### src/design/euler_rotation_matrix_macros.svh
// Assertion macros for the Euler rotation matrix block
`ifndef EULER_ROTATION_MATRIX_MACROS_SVH
`define EULER_ROTATION_MATRIX_MACROS_SVH
`ifndef SYNTHESIS
// property must hold at every clock edge outside reset
`define ERM_ASSERT(lbl, clk, rst, prop) \
   lbl: assert property (@(posedge clk) disable iff (rst) prop) \
      else $error("erm assertion failed");
// expression must never be true outside reset
`define ERM_ASSERT_NEVER(lbl, clk, rst, expr) \
   lbl: assert property (@(posedge clk) disable iff (rst) !(expr)) \
      else $error("erm forbidden condition seen");
`else
`define ERM_ASSERT(lbl, clk, rst, prop)
`define ERM_ASSERT_NEVER(lbl, clk, rst, expr)
`endif
`endif

### src/design/erm_pkg.sv
// Shared types, constants and term tables for the Euler rotation matrix block
`default_nettype none
package erm_pkg;

   localparam int CORDIC_ITER_DEF = 14;
   localparam int ATAN_ENTRIES    = 24;
   localparam int QUEUE_DEPTH_DEF = 4;
   localparam int NUM_LANES       = 3;

   localparam int ANGLE_W = 16;
   localparam int BAM_W   = 32;
   localparam int CW      = 33;   // CORDIC x/y/z width
   localparam int TRIG_W  = 23;   // sin/cos in Q.20
   localparam int AB_W    = 2 * TRIG_W;
   localparam int PROD_W  = 64;
   localparam int ELEM_W  = 16;
   localparam int IDX_W   = 4;
   localparam int CONV_W  = 2;
   localparam int RES_SHIFT = 46;
   localparam int RES_W   = PROD_W - RES_SHIFT;
   localparam int KSPLIT  = 17;
   localparam int LO_W    = 22;   // low slice of a*b for the second multiply

   // radians (Q4.12) to binary angle, split for two narrow multiplies
   localparam logic [33:0] RAD_TO_BAM = 34'd10937044422;
   localparam logic signed [KSPLIT:0] K_LO = {1'b0, KSPLIT'(RAD_TO_BAM % (2 ** KSPLIT))};
   localparam logic signed [KSPLIT:0] K_HI = {1'b0, KSPLIT'(RAD_TO_BAM >> KSPLIT)};

   localparam logic signed [CW-1:0]     CORDIC_GAIN = 33'sd652032874;
   localparam logic signed [TRIG_W-1:0] ONE_Q20     = 23'sd1048576;
   localparam logic signed [PROD_W-1:0] ROUND_BIAS  = 64'sh0000_2000_0000_0000;
   localparam logic signed [RES_W-1:0]  ELEM_MAX    = 18'sd16384;
   localparam logic [IDX_W-1:0]         LAST_IDX    = 4'd8;

   localparam logic [BAM_W-1:0] ATAN_BAM [ATAN_ENTRIES] = '{
      32'h20000000, 32'h12E4051E, 32'h09FB385B, 32'h051111D4,
      32'h028B0D43, 32'h0145D7E1, 32'h00A2F61E, 32'h00517C55,
      32'h0028BE53, 32'h00145F2F, 32'h000A2F98, 32'h000517CC,
      32'h00028BE6, 32'h000145F3, 32'h0000A2FA, 32'h0000517D,
      32'h000028BE, 32'h0000145F, 32'h00000A30, 32'h00000518,
      32'h0000028C, 32'h00000146, 32'h000000A3, 32'h00000051
   };

   typedef enum logic [CONV_W-1:0] {
      CONV_RPY0 = 2'd0,
      CONV_RPY1 = 2'd1,
      CONV_POK  = 2'd2
   } conv_type;

   typedef enum logic [2:0] {
      F_ZERO, F_ONE, F_SA, F_CA, F_SB, F_CB, F_SC, F_CC
   } factor_type;

   typedef struct packed {
      factor_type f0;
      factor_type f1;
      factor_type f2;
      logic       neg;
   } term_type;

   typedef struct packed {
      term_type t1;
      term_type t2;
   } elem_terms_type;

   typedef struct packed {
      logic signed [TRIG_W-1:0] sa;
      logic signed [TRIG_W-1:0] ca;
      logic signed [TRIG_W-1:0] sb;
      logic signed [TRIG_W-1:0] cb;
      logic signed [TRIG_W-1:0] sc;
      logic signed [TRIG_W-1:0] cc;
   } trig_type;

   function automatic term_type mk(input factor_type f0, input factor_type f1,
                                   input factor_type f2, input logic neg);
      term_type t;
      t.f0 = f0; t.f1 = f1; t.f2 = f2; t.neg = neg;
      return t;
   endfunction

   localparam term_type NO_TERM = '{f0: F_ZERO, f1: F_ZERO, f2: F_ZERO, neg: 1'b0};

   // up to two signed three-factor terms per element; shorter terms use ONE, unused ones ZERO
   function automatic elem_terms_type elem_terms(input logic rpy, input logic [IDX_W-1:0] idx);
      elem_terms_type e;
      e.t1 = NO_TERM;
      e.t2 = NO_TERM;
      if (rpy) begin
         unique case (idx)
            4'd0: e.t1 = mk(F_CA, F_CC, F_ONE, 1'b0);
            4'd1: e.t1 = mk(F_CA, F_SC, F_ONE, 1'b1);
            4'd2: e.t1 = mk(F_SA, F_ONE, F_ONE, 1'b1);
            4'd3: begin e.t1 = mk(F_CB, F_SC, F_ONE, 1'b0); e.t2 = mk(F_SA, F_SB, F_CC, 1'b0); end
            4'd4: begin e.t1 = mk(F_CB, F_CC, F_ONE, 1'b0); e.t2 = mk(F_SA, F_SB, F_SC, 1'b1); end
            4'd5: e.t1 = mk(F_CA, F_SB, F_ONE, 1'b0);
            4'd6: begin e.t1 = mk(F_SA, F_CC, F_CB, 1'b0); e.t2 = mk(F_SB, F_SC, F_ONE, 1'b1); end
            4'd7: begin e.t1 = mk(F_CB, F_SA, F_SC, 1'b1); e.t2 = mk(F_SB, F_CC, F_ONE, 1'b1); end
            4'd8: e.t1 = mk(F_CA, F_CB, F_ONE, 1'b0);
            default: e.t1 = NO_TERM;
         endcase
      end else begin
         unique case (idx)
            4'd0: begin e.t1 = mk(F_CA, F_CC, F_ONE, 1'b0); e.t2 = mk(F_SA, F_SB, F_SC, 1'b1); end
            4'd1: begin e.t1 = mk(F_CA, F_SC, F_ONE, 1'b1); e.t2 = mk(F_SA, F_SB, F_CC, 1'b1); end
            4'd2: e.t1 = mk(F_SA, F_CB, F_ONE, 1'b1);
            4'd3: e.t1 = mk(F_CB, F_SC, F_ONE, 1'b0);
            4'd4: e.t1 = mk(F_CB, F_CC, F_ONE, 1'b0);
            4'd5: e.t1 = mk(F_SB, F_ONE, F_ONE, 1'b1);
            4'd6: begin e.t1 = mk(F_SA, F_CC, F_ONE, 1'b0); e.t2 = mk(F_CA, F_SB, F_SC, 1'b0); end
            4'd7: begin e.t1 = mk(F_SA, F_SC, F_ONE, 1'b1); e.t2 = mk(F_CA, F_SB, F_CC, 1'b0); end
            4'd8: e.t1 = mk(F_CA, F_CB, F_ONE, 1'b0);
            default: e.t1 = NO_TERM;
         endcase
      end
      return e;
   endfunction

endpackage
`default_nettype wire

### src/design/erm_queue.sv
// Short queue of sine/cosine sets between front and back end
`default_nettype none
module erm_queue #(
   parameter int QUEUE_DEPTH = erm_pkg::QUEUE_DEPTH_DEF
) (
   input  wire logic              clock,
   input  wire logic              reset,
   input  wire logic              in_valid,
   output logic                   in_ready,
   input  wire erm_pkg::trig_type in_data,
   output logic                   out_valid,
   input  wire logic              out_ready,
   output erm_pkg::trig_type      out_data
);
   localparam int PTR_W = (QUEUE_DEPTH > 1) ? $clog2(QUEUE_DEPTH) : 1;
   localparam int CNT_W = $clog2(QUEUE_DEPTH + 1);
   localparam logic [PTR_W-1:0] PTR_LAST = PTR_W'(QUEUE_DEPTH - 1);
   localparam logic [CNT_W-1:0] CNT_FULL = CNT_W'(QUEUE_DEPTH);

   erm_pkg::trig_type mem_ff [QUEUE_DEPTH];
   logic [PTR_W-1:0] wr_ptr_ff, rd_ptr_ff;
   logic [CNT_W-1:0] cnt_ff;
   logic push, pop;

   assign in_ready  = cnt_ff != CNT_FULL;
   assign out_valid = cnt_ff != '0;
   assign push      = in_valid && in_ready;
   assign pop       = out_valid && out_ready;
   assign out_data  = mem_ff[rd_ptr_ff];

   // pointers and fill count
   always_ff @(posedge clock) begin
      if (reset) begin
         wr_ptr_ff <= '0;
         rd_ptr_ff <= '0;
         cnt_ff    <= '0;
      end else begin
         if (push) wr_ptr_ff <= (wr_ptr_ff == PTR_LAST) ? '0 : wr_ptr_ff + 1'b1;
         if (pop)  rd_ptr_ff <= (rd_ptr_ff == PTR_LAST) ? '0 : rd_ptr_ff + 1'b1;
         if (push && !pop)      cnt_ff <= cnt_ff + 1'b1;
         else if (pop && !push) cnt_ff <= cnt_ff - 1'b1;
      end
   end

   always_ff @(posedge clock) begin
      if (push) mem_ff[wr_ptr_ff] <= in_data;
   end

endmodule
`default_nettype wire

### config.mk
export PLATFORM = sky130hd
export DESIGN_NAME = erm_queue
export DESIGN_NICKNAME = d
export VERILOG_FILES = /design/src/design/euler_rotation_matrix_macros.svh /design/src/design/erm_pkg.sv /design/src/design/erm_queue.sv
export SDC_FILE = /design/constraint.sdc
export NUM_CORES = 1
export LEC_CHECK = 0
export BUFFER_PORTS_ARGS = -buffer_cell sky130_fd_sc_hd__buf_2
export CAP_MARGIN = 30
export CORE_MARGIN = 1
export CORE_UTILIZATION = 35
export CTS_CLUSTER_DIAMETER = 40
export DETAILED_ROUTE_END_ITERATION = 10
export PLACE_DENSITY = 0.56
export SLEW_MARGIN = 40
export SYNTH_ARGS = -nofsm -noshare
export SYNTH_HDL_FRONTEND = slang
export SYNTH_SLANG_ARGS = --single-unit
export TNS_END_PERCENT = 100
### constraint.sdc
create_clock -name clock -period 4.1 [get_ports clock]
set_clock_uncertainty 0.2 [all_clocks]
set_input_delay 0 -clock clock [delete_from_list [all_inputs] [get_ports clock]]
set_output_delay 0 -clock clock [all_outputs]
set_load 0.05 [all_outputs]
After elaboration in Yosys (flattened, before gate mapping)
Memories as Yosys holds them, arrays and structs flattened. A register that Yosys moved wholly into a read port is not among the register bits.
Index checks and enable logic that the tools add are counted.

storage, ports and cells
  RAM bits = 552
  register bits after elaboration = 7
  memories kept = 1
  word-level logic and storage cells = 27
  bits of input ports = 142
  output and inout bits = 140

memory list
  memory  words  bits a word  read ports  clocked after Yosys merged registers in  write ports  RTL line         source
  mem_ff  4      138          1           1                                        1            erm_queue.sv:20  erm_pkg::trig_type mem_ff [QUEUE_DEPTH];

cells by class
  mux-type cells = 8
  reduce and logical (&&, ||, !) cells = 8
  eq/ne operators = 3
  $add $sub $neg = 4

operator list
  kind                 number
  $mux 2               4
  $mux 3               2
  $add 2x1->2 const B  2
  $eq 2x2->1 const B   2
  $logic_and 1x1->1    4
  $add 3x1->3 const B  1
  $ne 3x3->1 const B   1
  $reduce_bool 3->1    1
  $sub 3x1->3 const B  1
  $logic_not 1->1      2
  $mux 1               2
  $reduce_bool 2->1    1

Logic depth before layout (Yosys ltp)
  word-level depth = 6
  mapped depth = 9
  depth with buffers taken out = 8

Least setup slack after synthesis
Ideal clock, no wire load.

  kind = register to register
  start point = reg cnt_ff[0]
  end point = mem mem_ff[0][0] in the netlist's numbering, enable pin
  period minus slack after synthesis = 3.095 ns
  arrival time = 2.459 ns
  path buffers = 1
  setup slack = 1.005 ns
  stages on the path, launching flop included = 4
  setup time = 0.436 ns
  required time = 3.464 ns
  cells stage by stage = dfxtp_1 or3b_1 buf_6 and3_2

between the ends
  cells in the longest elaborated chain, start to end = 4

RTL lines
  what                          RTL line         source
  from (decl)                   erm_queue.sv:22  logic [CNT_W-1:0] cnt_ff;
  from (signal assigned)        erm_queue.sv:40  if (push && !pop) cnt_ff <= cnt_ff + 1'b1;
  from (signal assigned)        erm_queue.sv:41  else if (pop && !push) cnt_ff <= cnt_ff - 1'b1;
  $ne 3x3->1                    erm_queue.sv:25  assign in_ready = cnt_ff != CNT_FULL;
  via in_ready                  erm_queue.sv:9   output logic in_ready,
  $logic_and 1x1->1             erm_queue.sv:27  assign push = in_valid && in_ready;
  $mux 1                        erm_queue.sv:46  if (push) mem_ff[wr_ptr_ff] <= in_data;
  $mux 1 (implied by the code)  erm_queue.sv:46
  to (decl)                     erm_queue.sv:20

The timed path passes the listed nets, and every way through them passes these cells.

Worst setup path in the final report
  start point = reg cnt_ff[0]
  end point = reg cnt_ff[2]

between the ends
  cells in the longest elaborated chain, start to end = 5
  elaborated cells on any way between the ends = 13
  those cells by class = add/sub (2); eq/ne (1); mux (2); reduce/logical (8)

RTL lines
  what
  parallel branches: the longest is 5 deep, another holds $sub 3x1->3

Parallel ways; which one is timed is not known. The select of a mux whose other input is x is not followed.
A chain may end at the register's enable or synchronous reset.

==> flow_summary_export.csv <==
group,metric,value,unit
clock_network,clkTransAtPathRegs,0.05,ns
synth,syn_nets,918,
timing,period_minus_slack,3.111,ns
placed_design,place_inst,1801,
synth,yosysWarnings,0,
drt,wl_met2,21410,um
final_layout,drive_gt1_share,40.16,%
floorplan,die_x,243.5,um
drt,drc,0,
floorplan,start_util,35.39,%
pwr,power_per_cell_area,670.5,mW/mm^2
global_routing,grt_pass1_vias,11470,
floorplan,core,0.05770,mm^2
placed_design,hpwlAfterDp,23980,um
pwr,worst_ir_drop_vdd,0.3841,mV
clock_network,h-tree-depth,3,
timing,slew_headroom,53.56,%
run,drv_cap,0,
worst_setup_path,cp-start-kind,"flip-flop",
timing,fin_ws,0.9892,ns
drt,via_per_inst,4.628,
final_layout,most-common-layout-cells,"edfxtp_1 (552), buf_2 (281), dlygate4sd3_1 (280), mux4_2 (138), clkbuf_16 (86)",
worst_setup_path,cp_cell_sequence,"o31ai_1 > ha_1 > inv_1 > fa_1 > xor2_1 > or3_2 > a21oi_1 > dlygate4sd3_1",
worst_setup_path,critPathMaxFanout,5,
global_routing,track_usage,14.70,%
synth,async_reset_ff_share,0,%
synth,synth_edf_count,552,
drt,routed.top_layer,"met5",
worst_setup_path,end_kind,"flip-flop",
synth,synth_area,0.02042,mm^2
timing,drv_slew,0,
synth,synth_area_leader_cell,"edfxtp_1",
worst_setup_path,crit_path_start,"cnt_ff[0]$_SDFFE_PP0P_",
clock_network,cts-root-buf,"clkbuf_16",
floorplan,design.die.area,0.05930,mm^2
final_layout,fillers,4770,
global_routing,antenna_found_initial,5,
clock_network,cts_setup_buffers,0,
drt,ant_nets,0,
timing,rsz0062_at_grt,"no",
worst_setup_path,r2r-start,"cnt_ff[0]$_SDFFE_PP0P_",
clock_network,cts.sinks,561,
synth,syn_inst,769,
clock_network,clockBufferDepth,3,
synth,ys_ff_latch,561,
clock_network,cts-buffers-inserted,83,
drt,wl_per_cell,19.06,um
drt,drt-total-wl,42610,um
floorplan,rows,88,
clock_network,post_cts_resized,0,
synth,ys_types,26,
clock_network,cts_tree,"built",
drt,dr.pass1.iters,4,
worst_setup_path,worstSetupPathType,"reg -> reg",
worst_setup_path,r2r_cells,8,
final_layout,layout_commonest_cell,"edfxtp_1",
worst_hold_path,hold_depth,2,
synth,synth_area_per_cell,26.55,um^2
timing,hold_viol,0,
synth,synthTopCellsByArea,"edfxtp_1 (81%), mux4_2 (15%), dfxtp_1 (0.88%)",
global_routing,grt_pass1_wl,65900,um
worst_hold_path,min-delay-path-class,"in -> reg",
timing,period_share,75.87,%
timing,setup-tns-final,0,ns
synth,ys.flop_type,"edfxtp_1",
drt,drtIter0Drc,449,
final_layout,fin_nets,1550,
worst_setup_path,rrSetupSlack,0.99,ns
placed_design,place_congestion,0.7044,
worst_setup_path,cp_slowest_cell,"dlygate4sd3_1",
final_layout,final_cells,2236,
placed_design,dpl_worst_slack,1.539,ns
synth,synth_top_cell_area_share,81.19,%
timing,fmax,321.5,MHz
drt,met3_length,2483,um
placed_design,port_buffers,281,
drt,m1WireLength,17660,um
final_layout,area_growth,39.83,%
worst_setup_path,slowest_delay,0.55,ns
final_layout,fin_area,0.02855,mm^2
pwr,p_leak,9.816,nW
worst_setup_path,crit_required,4.43,ns
clock_network,cts_hold_buf,280,
synth,ys_seq_area_share,82.07,%
timing,worst_slew_pin_slew,0.6966,ns
worst_hold_path,hp-start,"in_data[103]",
global_routing,grt.overflow.total,0,
outcome,status,"finished clean",
timing,finalSetupViolations,0,
global_routing,grt_max_degree,80,
drt,vias,10350,
worst_setup_path,rr_endpoint,"cnt_ff[2]$_SDFFE_PP0P_",
floorplan,die_h,243.5,um
floorplan,ioPinCount,282,
worst_setup_path,crit_arrival,3.45,ns
clock_network,clk_latency,0.59,ns
worst_hold_path,holdPathEnd,"mem_ff[1][103]$_DFFE_PP_",
timing,hold_ws,0.05463,ns
placed_design,post_dp_cell_area,0.02283,mm^2
[routing by layer]
layer | track usage [%] | vias up
met5 | 0 | -
met4 | 5.846 | 6
met3 | 4.197 | 74
met2 | 24.63 | 249
met1 | 17.93 | 5367
li1 | - | 4652
[critical path: cells and delay by family (launching register included)]
kind / cells / cell delay [ns]
AND/OR/NAND/NOR: 1 / 0.40
flip-flops: 1 / 0.36
buffers and inverters: 2 / 0.62
adder cells (fa/ha/maj): 2 / 0.67
AO/OA/AOI/OAI: 2 / 0.66
XOR/XNOR: 1 / 0.16
[synthesized netlist by cell type, types with 2 or more instances]
| master | n |
|---|---|
| edfxtp_1 | 552 |
| mux4_2 | 138 |
| buf_6 | 15 |
| buf_2 | 14 |
| dfxtp_1 | 9 |
| ha_1 | 6 |
| and3_2 | 4 |
| clkbuf_1 | 3 |
| inv_1 | 3 |
| mux2i_1 | 3 |
| nor2_1 | 3 |
| a21oi_1 | 2 |
| nand2b_1 | 2 |
| or3_2 | 2 |
| xor2_1 | 2 |
[state kept, by name, summed over array words and instances, names as in the netlist, named ones only]
| name | count |
|---|---|
| cnt_ff | 3 |
| mem_ff | 552 |
| rd_ptr_ff | 2 |
| wr_ptr_ff | 2 |
[area by class of cell]
cell class / instances / area [um^2] / area share, %
multi-input combinational: 172 / 3407 / 11.93
timing repair buffer: 580 / 4493 / 15.74
antenna: 2 / 5.005 / 0.01753
inverter: 3 / 11.26 / 0.03944
tap: 765 / 957.2 / 3.353
clock inverter: 60 / 734.5 / 2.573
sequential: 561 / 16760 / 58.72
clock buffer: 93 / 2178 / 7.630
[cell families (layout without fill, tap and decap cells)]
kind of cell / count (synthesis) / in the layout / share of synthesized area, %
AOI/OAI and AO/OA: 5 / 5 / 0.1716
xor gates and xnor gates: 2 / 2 / 0.08581
adders and majority gates: 7 / 7 / 0.4657
buffers and inverters: 36 / 736 / 1.318
DFF: 561 / 561 / 82.07
muxes: 141 / 141 / 15.37
other: 0 / 2 / 0
and+or+nand+nor: 17 / 17 / 0.5208
[per-stage QoR]
step	power [mW]	util [%]
after floorplan	10.74	-
after global placement	11.86	39.53
after detailed placement	11.90	39.57
after CTS	19.44	49.48
after global routing	19.90	49.48
final	19.14	49.48
[worst max-delay path by stage]
| stage | endpoint | depth (start not counted) |
|---|---|---|
| 2_1_floorplan | mem_ff[0][0]$_DFFE_PP_ | 3 |
| 3_3_place_gp | cnt_ff[2]$_SDFFE_PP0P_ | 7 |
| 3_5_place_dp | cnt_ff[2]$_SDFFE_PP0P_ | 7 |
| 4_1_cts | cnt_ff[2]$_SDFFE_PP0P_ | 8 |
| 5_1_grt | cnt_ff[2]$_SDFFE_PP0P_ | 8 |
| 6_report | cnt_ff[2]$_SDFFE_PP0P_ | 8 |
[power by group]
| part | switching, mW | leakage, nW | total (mW) | internal [mW] |
|---|---|---|---|---|
| clock | 2.59 | 1.40 | 7.23 | 4.65 |
| sequential | 0.161 | 5.13 | 7.11 | 6.95 |
| combinational | 3.26 | 3.28 | 4.80 | 1.54 |
| total | 6.01 | 9.82 | 19.1 | 13.1 |
(Power assumes the default switching activity.)
